[config.mk]
export PLATFORM = sky130hd
export DESIGN_NAME = grid_rect_first_fit_allocator
export DESIGN_NICKNAME = d
export VERILOG_FILES = /design/src/sv/grfa_pkg.sv /design/src/sv/grfa_store.sv /design/src/sv/grfa_rowfit.sv /design/src/sv/grid_rect_first_fit_allocator.sv
export SDC_FILE = /design/constraint.sdc
export NUM_CORES = 1
export LEC_CHECK = 0
export BUFFER_PORTS_ARGS = -buffer_cell sky130_fd_sc_hd__buf_2
export CAP_MARGIN = 20
export CORE_ASPECT_RATIO = 1.25
export CORE_MARGIN = 3
export CORE_UTILIZATION = 64
export CTS_BUF_LIST = sky130_fd_sc_hd__clkbuf_4
export CTS_CLUSTER_DIAMETER = 150
export DETAILED_ROUTE_END_ITERATION = 6
export GPL_ROUTABILITY_DRIVEN = 0
export PLACE_DENSITY_LB_ADDON = 0.2
export SLEW_MARGIN = 20
export SYNTH_ARGS = -nofsm -noshare
export SYNTH_HDL_FRONTEND = slang
export SYNTH_SLANG_ARGS = --single-unit
[constraint.sdc]
create_clock -name i_clk -period 5.66 [get_ports i_clk]
set_input_delay 0.566 -clock i_clk [delete_from_list [all_inputs] [get_ports i_clk]]
set_output_delay 0.566 -clock i_clk [all_outputs]
set_load 0.02 [all_outputs]
[src/sv/grfa_pkg.sv]
// ----------------------------------------------------------------------------
// grfa_pkg: shared types and codes of the grid rectangle allocator
// Opcodes, result status codes, the store command bundle and sum widths.
// ----------------------------------------------------------------------------
package grfa_pkg;

    // Request opcodes
    localparam logic [2:0] OP_FIND       = 3'd0;
    localparam logic [2:0] OP_FIND_CLAIM = 3'd1;
    localparam logic [2:0] OP_CLAIM_AT   = 3'd2;
    localparam logic [2:0] OP_RELEASE_AT = 3'd3;
    localparam logic [2:0] OP_CLEAR_ALL  = 3'd4;

    // Result status codes
    typedef enum logic [1:0] {
        ST_OK   = 2'd0,
        ST_NONE = 2'd1,
        ST_OUT  = 2'd2
    } t_status;

    // Width of position plus size sums (grid index up to 15, size up to 15)
    localparam int SUM_W = 6;

    // Occupancy store write command
    typedef struct packed {
        logic wr;       // update one row under a column mask
        logic set;      // 1: mark occupied, 0: mark free
        logic clr_all;  // free every cell
    } t_store_cmd;

endpackage

[src/sv/grfa_store.sv]
// ----------------------------------------------------------------------------
// grfa_store: occupancy bitmap
// One row of column bits per grid row; one row read and one row update
// per cycle, plus a clear that frees every row of the grid at once.
// ----------------------------------------------------------------------------
module grfa_store #(
    parameter int GRID_ROWS = 8,
    parameter int GRID_COLS = 8,
    parameter int RW        = 3
) (
    input  logic                 i_clk,
    input  logic                 i_rst_n,
    input  grfa_pkg::t_store_cmd i_cmd,
    input  logic [RW-1:0]        i_wr_row,
    input  logic [GRID_COLS-1:0] i_wr_mask,
    input  logic [RW-1:0]        i_rd_row,
    output logic [GRID_COLS-1:0] o_rd_data
);

    logic [GRID_COLS-1:0] r_occ [GRID_ROWS];

    always_ff @(posedge i_clk) begin
        if (!i_rst_n || i_cmd.clr_all) begin
            for (int i = 0; i < GRID_ROWS; i++) begin
                r_occ[i] <= '0;
            end
        end else if (i_cmd.wr) begin
            if (i_cmd.set) begin
                r_occ[i_wr_row] <= r_occ[i_wr_row] | i_wr_mask;
            end else begin
                r_occ[i_wr_row] <= r_occ[i_wr_row] & ~i_wr_mask;
            end
        end
    end

    assign o_rd_data = r_occ[i_rd_row];

endmodule

[src/sv/grfa_rowfit.sv]
// ----------------------------------------------------------------------------
// grfa_rowfit: per-row fit test
// For one occupancy row, flag every left column where a span of the given
// width stays inside the grid and covers only free cells.
// ----------------------------------------------------------------------------
module grfa_rowfit #(
    parameter int GRID_COLS = 8
) (
    input  logic [GRID_COLS-1:0] i_row,
    input  logic [3:0]           i_width,
    output logic [GRID_COLS-1:0] o_fit
);

    logic [GRID_COLS-1:0] span [GRID_COLS];

    always_comb begin
        for (int c = 0; c < GRID_COLS; c++) begin
            for (int k = 0; k < GRID_COLS; k++) begin
                span[c][k] = (k >= c) &&
                    (grfa_pkg::SUM_W'(k) <
                     grfa_pkg::SUM_W'(c) + grfa_pkg::SUM_W'(i_width));
            end
            o_fit[c] = (grfa_pkg::SUM_W'(c) + grfa_pkg::SUM_W'(i_width) <=
                        grfa_pkg::SUM_W'(GRID_COLS)) &&
                       ((i_row & span[c]) == '0);
        end
    end

endmodule

[src/sv/grid_rect_first_fit_allocator.sv]
// ----------------------------------------------------------------------------
// grid_rect_first_fit_allocator: first-fit rectangle allocator on a bitmap
// A find reads one occupancy row per cycle through a shared row fit unit and
// ANDs the fit masks of the rectangle's rows for one anchor row at a time,
// moving on to the next anchor row when the mask empties; a find-and-claim
// then writes the found rows one by one. Claim-at and release-at write their
// rows one by one; clear-all, bad sizes and unused opcodes go straight to
// the result. The block takes one request at a time and holds o_in_stall high
// while busy; a finished result waits in the output register as the next runs.
// ----------------------------------------------------------------------------
module grid_rect_first_fit_allocator #(
    parameter int GRID_ROWS = 8,
    parameter int GRID_COLS = 8
) (
    input  logic       i_clk,
    input  logic       i_rst_n,
    input  logic       i_in_valid,
    output logic       o_in_stall,
    input  logic [2:0] i_opcode,
    input  logic [2:0] i_anchor_row,
    input  logic [2:0] i_anchor_col,
    input  logic [3:0] i_rect_width,
    input  logic [3:0] i_rect_height,
    output logic       o_out_valid,
    input  logic       i_out_stall,
    output logic [1:0] o_status,
    output logic [2:0] o_found_row,
    output logic [2:0] o_found_col
);

    localparam int RW = (GRID_ROWS > 1) ? $clog2(GRID_ROWS) : 1;
    localparam int CW = (GRID_COLS > 1) ? $clog2(GRID_COLS) : 1;
    localparam int SW = grfa_pkg::SUM_W;

    typedef enum logic [1:0] {S_IDLE, S_SCAN, S_WRITE, S_EMIT} t_state;

    t_state               r_state, n_state;
    logic [2:0]           r_op, n_op;
    logic [3:0]           r_w, n_w;
    logic [3:0]           r_h, n_h;
    logic [RW-1:0]        r_anchor, n_anchor;
    logic [RW-1:0]        r_row, n_row;
    logic [3:0]           r_left, n_left;
    logic [GRID_COLS-1:0] r_acc, n_acc;
    logic [GRID_COLS-1:0] r_mask, n_mask;
    logic                 r_set, n_set;
    grfa_pkg::t_status    r_res_st, n_res_st;
    logic [RW-1:0]        r_res_row, n_res_row;
    logic [CW-1:0]        r_res_col, n_res_col;
    logic                 r_out_valid, n_out_valid;
    grfa_pkg::t_status    r_out_st, n_out_st;
    logic [2:0]           r_out_row, n_out_row;
    logic [2:0]           r_out_col, n_out_col;

    grfa_pkg::t_store_cmd st_cmd;
    logic [GRID_COLS-1:0] rd_data;
    logic [GRID_COLS-1:0] fit;
    logic [GRID_COLS-1:0] acc_n;
    logic [CW-1:0]        low_col;
    logic [GRID_COLS-1:0] in_mask;
    logic [GRID_COLS-1:0] found_mask;
    logic                 accept;
    logic                 in_inside;

    grfa_store #(
        .GRID_ROWS (GRID_ROWS),
        .GRID_COLS (GRID_COLS),
        .RW        (RW)
    ) u_store (
        .i_clk     (i_clk),
        .i_rst_n   (i_rst_n),
        .i_cmd     (st_cmd),
        .i_wr_row  (r_row),
        .i_wr_mask (r_mask),
        .i_rd_row  (r_row),
        .o_rd_data (rd_data)
    );

    grfa_rowfit #(
        .GRID_COLS (GRID_COLS)
    ) u_rowfit (
        .i_row   (rd_data),
        .i_width (r_w),
        .o_fit   (fit)
    );

    assign accept     = i_in_valid && !o_in_stall;
    assign o_in_stall = (r_state != S_IDLE);
    assign acc_n      = r_acc & fit;

    assign in_inside = (i_rect_width != '0) && (i_rect_height != '0) &&
                       (SW'(i_anchor_row) + SW'(i_rect_height) <= SW'(GRID_ROWS)) &&
                       (SW'(i_anchor_col) + SW'(i_rect_width) <= SW'(GRID_COLS));

    // Lowest fitting column of the finished anchor row
    always_comb begin
        low_col = '0;
        for (int c = GRID_COLS - 1; c >= 0; c--) begin
            if (acc_n[c]) begin
                low_col = CW'(c);
            end
        end
    end

    always_comb begin
        for (int k = 0; k < GRID_COLS; k++) begin
            in_mask[k] = (SW'(k) >= SW'(i_anchor_col)) &&
                         (SW'(k) < SW'(i_anchor_col) + SW'(i_rect_width));
            found_mask[k] = (SW'(k) >= SW'(low_col)) &&
                            (SW'(k) < SW'(low_col) + SW'(r_w));
        end
    end

    always_comb begin
        n_state     = r_state;
        n_op        = r_op;
        n_w         = r_w;
        n_h         = r_h;
        n_anchor    = r_anchor;
        n_row       = r_row;
        n_left      = r_left;
        n_acc       = r_acc;
        n_mask      = r_mask;
        n_set       = r_set;
        n_res_st    = r_res_st;
        n_res_row   = r_res_row;
        n_res_col   = r_res_col;
        n_out_valid = r_out_valid && i_out_stall;
        n_out_st    = r_out_st;
        n_out_row   = r_out_row;
        n_out_col   = r_out_col;
        st_cmd      = '0;

        case (r_state)
            S_IDLE: begin
                if (accept) begin
                    n_op      = i_opcode;
                    n_w       = i_rect_width;
                    n_h       = i_rect_height;
                    n_res_st  = grfa_pkg::ST_OK;
                    n_res_row = '0;
                    n_res_col = '0;
                    n_state   = S_EMIT;
                    if (i_opcode == grfa_pkg::OP_FIND ||
                        i_opcode == grfa_pkg::OP_FIND_CLAIM) begin
                        if (i_rect_width == '0 || i_rect_height == '0) begin
                            n_res_st = grfa_pkg::ST_OUT;
                        end else if (SW'(i_rect_height) > SW'(GRID_ROWS) ||
                                     SW'(i_rect_width) > SW'(GRID_COLS)) begin
                            n_res_st = grfa_pkg::ST_NONE;
                        end else begin
                            n_anchor = '0;
                            n_row    = '0;
                            n_left   = i_rect_height - 4'd1;
                            n_acc    = '1;
                            n_state  = S_SCAN;
                        end
                    end else if (i_opcode == grfa_pkg::OP_CLAIM_AT ||
                                 i_opcode == grfa_pkg::OP_RELEASE_AT) begin
                        if (in_inside) begin
                            n_row   = RW'(i_anchor_row);
                            n_left  = i_rect_height - 4'd1;
                            n_mask  = in_mask;
                            n_set   = (i_opcode == grfa_pkg::OP_CLAIM_AT);
                            n_state = S_WRITE;
                        end else begin
                            n_res_st = grfa_pkg::ST_OUT;
                        end
                    end else if (i_opcode == grfa_pkg::OP_CLEAR_ALL) begin
                        st_cmd.clr_all = 1'b1;
                    end
                end
            end
            S_SCAN: begin
                if (acc_n == '0) begin
                    // Anchor row fails: advance or give up at the bottom edge
                    if (SW'(r_anchor) + SW'(r_h) >= SW'(GRID_ROWS)) begin
                        n_res_st = grfa_pkg::ST_NONE;
                        n_state  = S_EMIT;
                    end else begin
                        n_anchor = r_anchor + RW'(1);
                        n_row    = r_anchor + RW'(1);
                        n_left   = r_h - 4'd1;
                        n_acc    = '1;
                    end
                end else if (r_left == '0) begin
                    n_res_row = r_anchor;
                    n_res_col = low_col;
                    if (r_op == grfa_pkg::OP_FIND_CLAIM) begin
                        n_row   = r_anchor;
                        n_left  = r_h - 4'd1;
                        n_mask  = found_mask;
                        n_set   = 1'b1;
                        n_state = S_WRITE;
                    end else begin
                        n_state = S_EMIT;
                    end
                end else begin
                    n_acc  = acc_n;
                    n_row  = r_row + RW'(1);
                    n_left = r_left - 4'd1;
                end
            end
            S_WRITE: begin
                st_cmd.wr  = 1'b1;
                st_cmd.set = r_set;
                if (r_left == '0) begin
                    n_state = S_EMIT;
                end else begin
                    n_row  = r_row + RW'(1);
                    n_left = r_left - 4'd1;
                end
            end
            S_EMIT: begin
                // Hold the result until the output register frees up
                if (!r_out_valid || !i_out_stall) begin
                    n_out_valid = 1'b1;
                    n_out_st    = r_res_st;
                    n_out_row   = 3'(r_res_row);
                    n_out_col   = 3'(r_res_col);
                    n_state     = S_IDLE;
                end
            end
            default: begin
                n_state = S_IDLE;
            end
        endcase
    end

    always_ff @(posedge i_clk) begin
        if (!i_rst_n) begin
            r_state     <= S_IDLE;
            r_out_valid <= 1'b0;
        end else begin
            r_state     <= n_state;
            r_out_valid <= n_out_valid;
        end
        r_op      <= n_op;
        r_w       <= n_w;
        r_h       <= n_h;
        r_anchor  <= n_anchor;
        r_row     <= n_row;
        r_left    <= n_left;
        r_acc     <= n_acc;
        r_mask    <= n_mask;
        r_set     <= n_set;
        r_res_st  <= n_res_st;
        r_res_row <= n_res_row;
        r_res_col <= n_res_col;
        r_out_st  <= n_out_st;
        r_out_row <= n_out_row;
        r_out_col <= n_out_col;
    end

    assign o_out_valid = r_out_valid;
    assign o_status    = r_out_st;
    assign o_found_row = r_out_row;
    assign o_found_col = r_out_col;

    a_load_from_emit: assert property (@(posedge i_clk) disable iff (!i_rst_n)
        $rose(o_out_valid) |-> $past(r_state) == S_EMIT)
        else $error("result loaded outside emit state");

    a_write_in_write: assert property (@(posedge i_clk) disable iff (!i_rst_n)
        st_cmd.wr |-> r_state == S_WRITE && r_mask != '0)
        else $error("store write outside write state or with empty mask");

    a_scan_in_grid: assert property (@(posedge i_clk) disable iff (!i_rst_n)
        r_state == S_SCAN |-> SW'(r_row) < SW'(GRID_ROWS) &&
                              SW'(r_anchor) + SW'(r_h) <= SW'(GRID_ROWS))
        else $error("scan left the grid");

    a_miss_zero_pos: assert property (@(posedge i_clk) disable iff (!i_rst_n)
        o_out_valid && o_status != grfa_pkg::ST_OK |->
            o_found_row == '0 && o_found_col == '0)
        else $error("failed request reports a position");

endmodule

==> impl_metrics.py <==
metrics = {
    "cells_and_area": {
        "n_fill_cell": 812,
        "layout_commonest_cell": "edfxtp_1",
        "multi_input_area_mm2": 0.003605,
        "antenna_cells": 0,
        "nNetsFinal": 790,
        "final_area_mm2": 0.007994,
        "register_area_mm2": 0.003664,
        "drive_gt1_frac": 0.1421,
        "layout_common_cells": "118 x edfxtp_1, 104 x nor2_1, 63 x nand2_1",
        "area_growth_pct": 6.112,
    },
    "sta": {
        "slew_viol_final": 0,
        "setup_violations": 0,
        "max_slew_margin": 0.3119,
        "fin_ws_ns": 0.5571,
        "final-hold-violation-count": 0,
        "post-route-period-util": 0.9016,
        "skew_ns": 0.02637,
        "setup_tns_ns": 0,
        "tightestPinTransition_ns": 1.028,
        "period_needed_ns": 5.103,
        "fmax_mhz": 196.0,
        "whs_ns": 0.2357,
        "rsz0062_at_grt": "no",
    },
    "critical_path": {
        "required_ns": 5.95,
        "r2r-end": "r_mask[0]$_DFFE_PP_",
        "max_stage_delay_ns": 0.63,
        "crit_type": "flop to flop",
        "cp_cell_sequence": "inv_1 > ha_1 > xor2_1 > nand2_1 > a21oi_1 > a41oi_1 > nor4_2 > a21oi_1 > o21ai_0 > and2_1 > ha_1 > inv_1 > fa_1 > xor2_1 > and2_1 > nand2_1 > a41o_1",
        "cp_max_fo": 11,
        "cp_slowest_cell": "edfxtp_1",
        "ff2ff_setup_slack_ns": 0.56,
        "crit_path_start_kind": "flop",
        "cp-end-kind": "flop",
        "r2r_cells": 17,
        "arrival_ns": 5.39,
        "worstReg2RegStart": "r_w[1]$_DFFE_PP_",
    },
    "placement": {
        "place_area_mm2": 0.007765,
        "numPortBuffers": 30,
        "pre_cts_ws_ns": 0.7528,
        "hpwl_um": 13880,
    },
    "min_path": {
        "min_path_type": "input port to flop",
        "holdPathStages": 1,
        "min_from": "i_rect_width[0]",
        "holdPathEnd": "r_w[0]$_DFFE_PP_",
    },
    "die": {
        "io_pins": 31,
        "die_h_um": 127.3,
        "initial_utilization": 0.6668,
        "chipWidth_um": 103.0,
        "die-area_mm2": 0.01312,
        "num_rows": 43,
        "coreArea_mm2": 0.01130,
    },
    "detailed_routing": {
        "via_per_inst": 6.732,
        "drt-initial-drc-count": 625,
        "drc": 0,
        "wl_met3_um": 1296,
        "routed-wl-met2_um": 9685,
        "routed_wl_um": 18800,
        "post_drt_wl_per_cell_um": 21.51,
        "first_pass_iters": 7,
        "num_vias": 5884,
        "drt-met1-wl_um": 6868,
        "highest_layer": "met4",
        "ant_nets": 0,
    },
    "grt": {
        "grt_max_degree": 29,
        "grt_pass1_wl_um": 30110,
        "grt_antenna_before_repair": 0,
        "grt-ovfl-total": 0,
        "grtUsageTotal": 0.3026,
        "grt_pass1_vias": 5854,
    },
    "clock_tree": {
        "clk_latency_ns": 0.53,
        "clock_sinks": 124,
        "cts_tree": "done",
        "cts_resized": 0,
        "ctsRootBufferMaster": "clkbuf_4",
        "cts-buffers-inserted": 17,
        "clk_pin_slew_ns": 0.11,
        "cts_setup_buffers": 0,
        "clockBufferDepth": 2,
        "htreeDepth": 4,
        "cts_hold_buf": 0,
    },
    "yosys": {
        "ys_seq_area_frac": 0.4863,
        "synth_area_mm2": 0.007533,
        "synth_nets": 760,
        "synth-simple-area-share": 0.1586,
        "synth_compound_area_frac": 0.1486,
        "synth.avg_cell_area_um2": 10.82,
        "async_flop_share": 0,
        "synth.area.mux_share": 0.06826,
        "netlist_instances": 696,
        "synth-adder-area-share": 0.07673,
        "synthXorXnorAreaFrac": 0.02558,
        "synth-main-ff-cell": "edfxtp_1",
        "synth_top_family_by_area": "simple AND/OR/NAND/NOR gates",
        "synth-edff-count": 118,
        "yosysWarnings": 0,
        "ys_ff_latch": 124,
        "ys_types": 79,
    },
    "pwr": {
        "power-per-cell-area_mw_per_mm2": 512.4,
        "p_total_mw": 4.096,
        "irDropWorstVdd_mv": 0.2460,
        "cellLeakagePower_nw": 3.135,
    },
    "outcome": {
        "status": "finished, final reports clean",
    },
    "flow_run": {
        "maxCapViolCount": 0,
    },
}
## layout make-up
class                           instances  area share
Inverter                               34     0.01596
Clock inverter                         14     0.01174
Sequential cell                       124      0.4583
Clock buffer                           18     0.01690
Timing Repair Buffer                   37     0.02504
Multi-Input combinational cell        512      0.4509
Tap cell                              135     0.02113
## power breakdown
group          switching [mW]  internal [mW]  leakage, nW
Combinational            1.33          0.775         1.79
Sequential              0.181           1.28         1.22
Clock                   0.358          0.178        0.124
Total                    1.87           2.23         3.13
## synthesized netlist by cell type, drive strengths merged (6+ instances only)
cell,n,area [um^2]
edfxtp,118,3543
nor2b,11,68.82
nand2,63,236.5
a21oi,34,170.2
nand3,14,70.07
a31oi,8,65.06
mux4,8,180.2
or2,6,37.54
dfxtp,6,120.1
ha,39,488.0
nor3,7,46.30
o211ai,7,52.55
o21ai,22,110.1
inv,34,127.6
clkbuf,13,48.80
xor2,7,61.31
mux2i,25,266.5
a22oi,10,75.07
a21o,9,67.56
buf,13,93.82
nand2b,8,50.05
nor2,107,409.1
and2,11,68.82
a211oi,6,45.04
xnor2,15,131.4
## metal layers
| metal | vias to the layer above | track usage |
|---|---|---|
| li1 | 2637 | - |
| met2 | 367 | 0.5183 |
| met4 | 0 | 0.1578 |
| met3 | 72 | 0.04915 |
| met5 | - | 0 |
| met1 | 2808 | 0.3608 |
## worst max-delay path by stage
stage                          start                  end  slack, ns  cells past startpoint
detailed placement  r_w[1]$_DFFE_PP_  r_mask[1]$_DFFE_PP_       0.75                     17
global route        r_w[1]$_DFFE_PP_  r_mask[0]$_DFFE_PP_       0.09                     17
global placement    r_w[1]$_DFFE_PP_  r_mask[1]$_DFFE_PP_       0.87                     19
floorplan           r_w[1]$_DFFE_PP_  r_mask[1]$_DFFE_PP_       1.56                     20
finish              r_w[1]$_DFFE_PP_  r_mask[0]$_DFFE_PP_       0.56                     17
CTS                 r_w[1]$_DFFE_PP_  r_mask[0]$_DFFE_PP_       0.68                     17
## through the flow
stage,utilization,cells
final,0.7075,874
after global routing,0.7075,874
after CTS,0.7075,874
after detailed placement,0.6873,842
after global placement,0.6864,841
after floorplan,-,696
## worst max-delay path, delay by kind of cell, from the launching register on
kind | cells | cell delay, ns
buffers and inverters | 2 | 0.53
AND/OR/NAND/NOR | 5 | 1.10
XOR/XNOR | 2 | 0.49
flip-flops | 1 | 0.63
AO/OA/AOI/OAI | 5 | 1.07
adder cells (fa/ha/maj) | 3 | 1.05
## state kept, by name, indices dropped and copies added (netlist names), 3 cells and up, named ones only
name / cells
r_op: 3
r_left: 4
r_row: 3
r_w: 4
o_found_row: 3
u_store.r_occ: 64
r_res_col: 3
r_anchor: 3
r_res_row: 3
r_acc: 8
r_mask: 8
r_h: 4
o_found_col: 3
## cell families after synthesis
kind of cell / Yosys count
AND/OR/NAND/NOR: 254
XOR/XNOR: 22
flip-flops: 124
multiplexers: 38
adder cells (fa/ha/maj): 44
buffers and inverters: 60
AO/OA/AOI/OAI: 154
(Power assumes the default switching activity.)
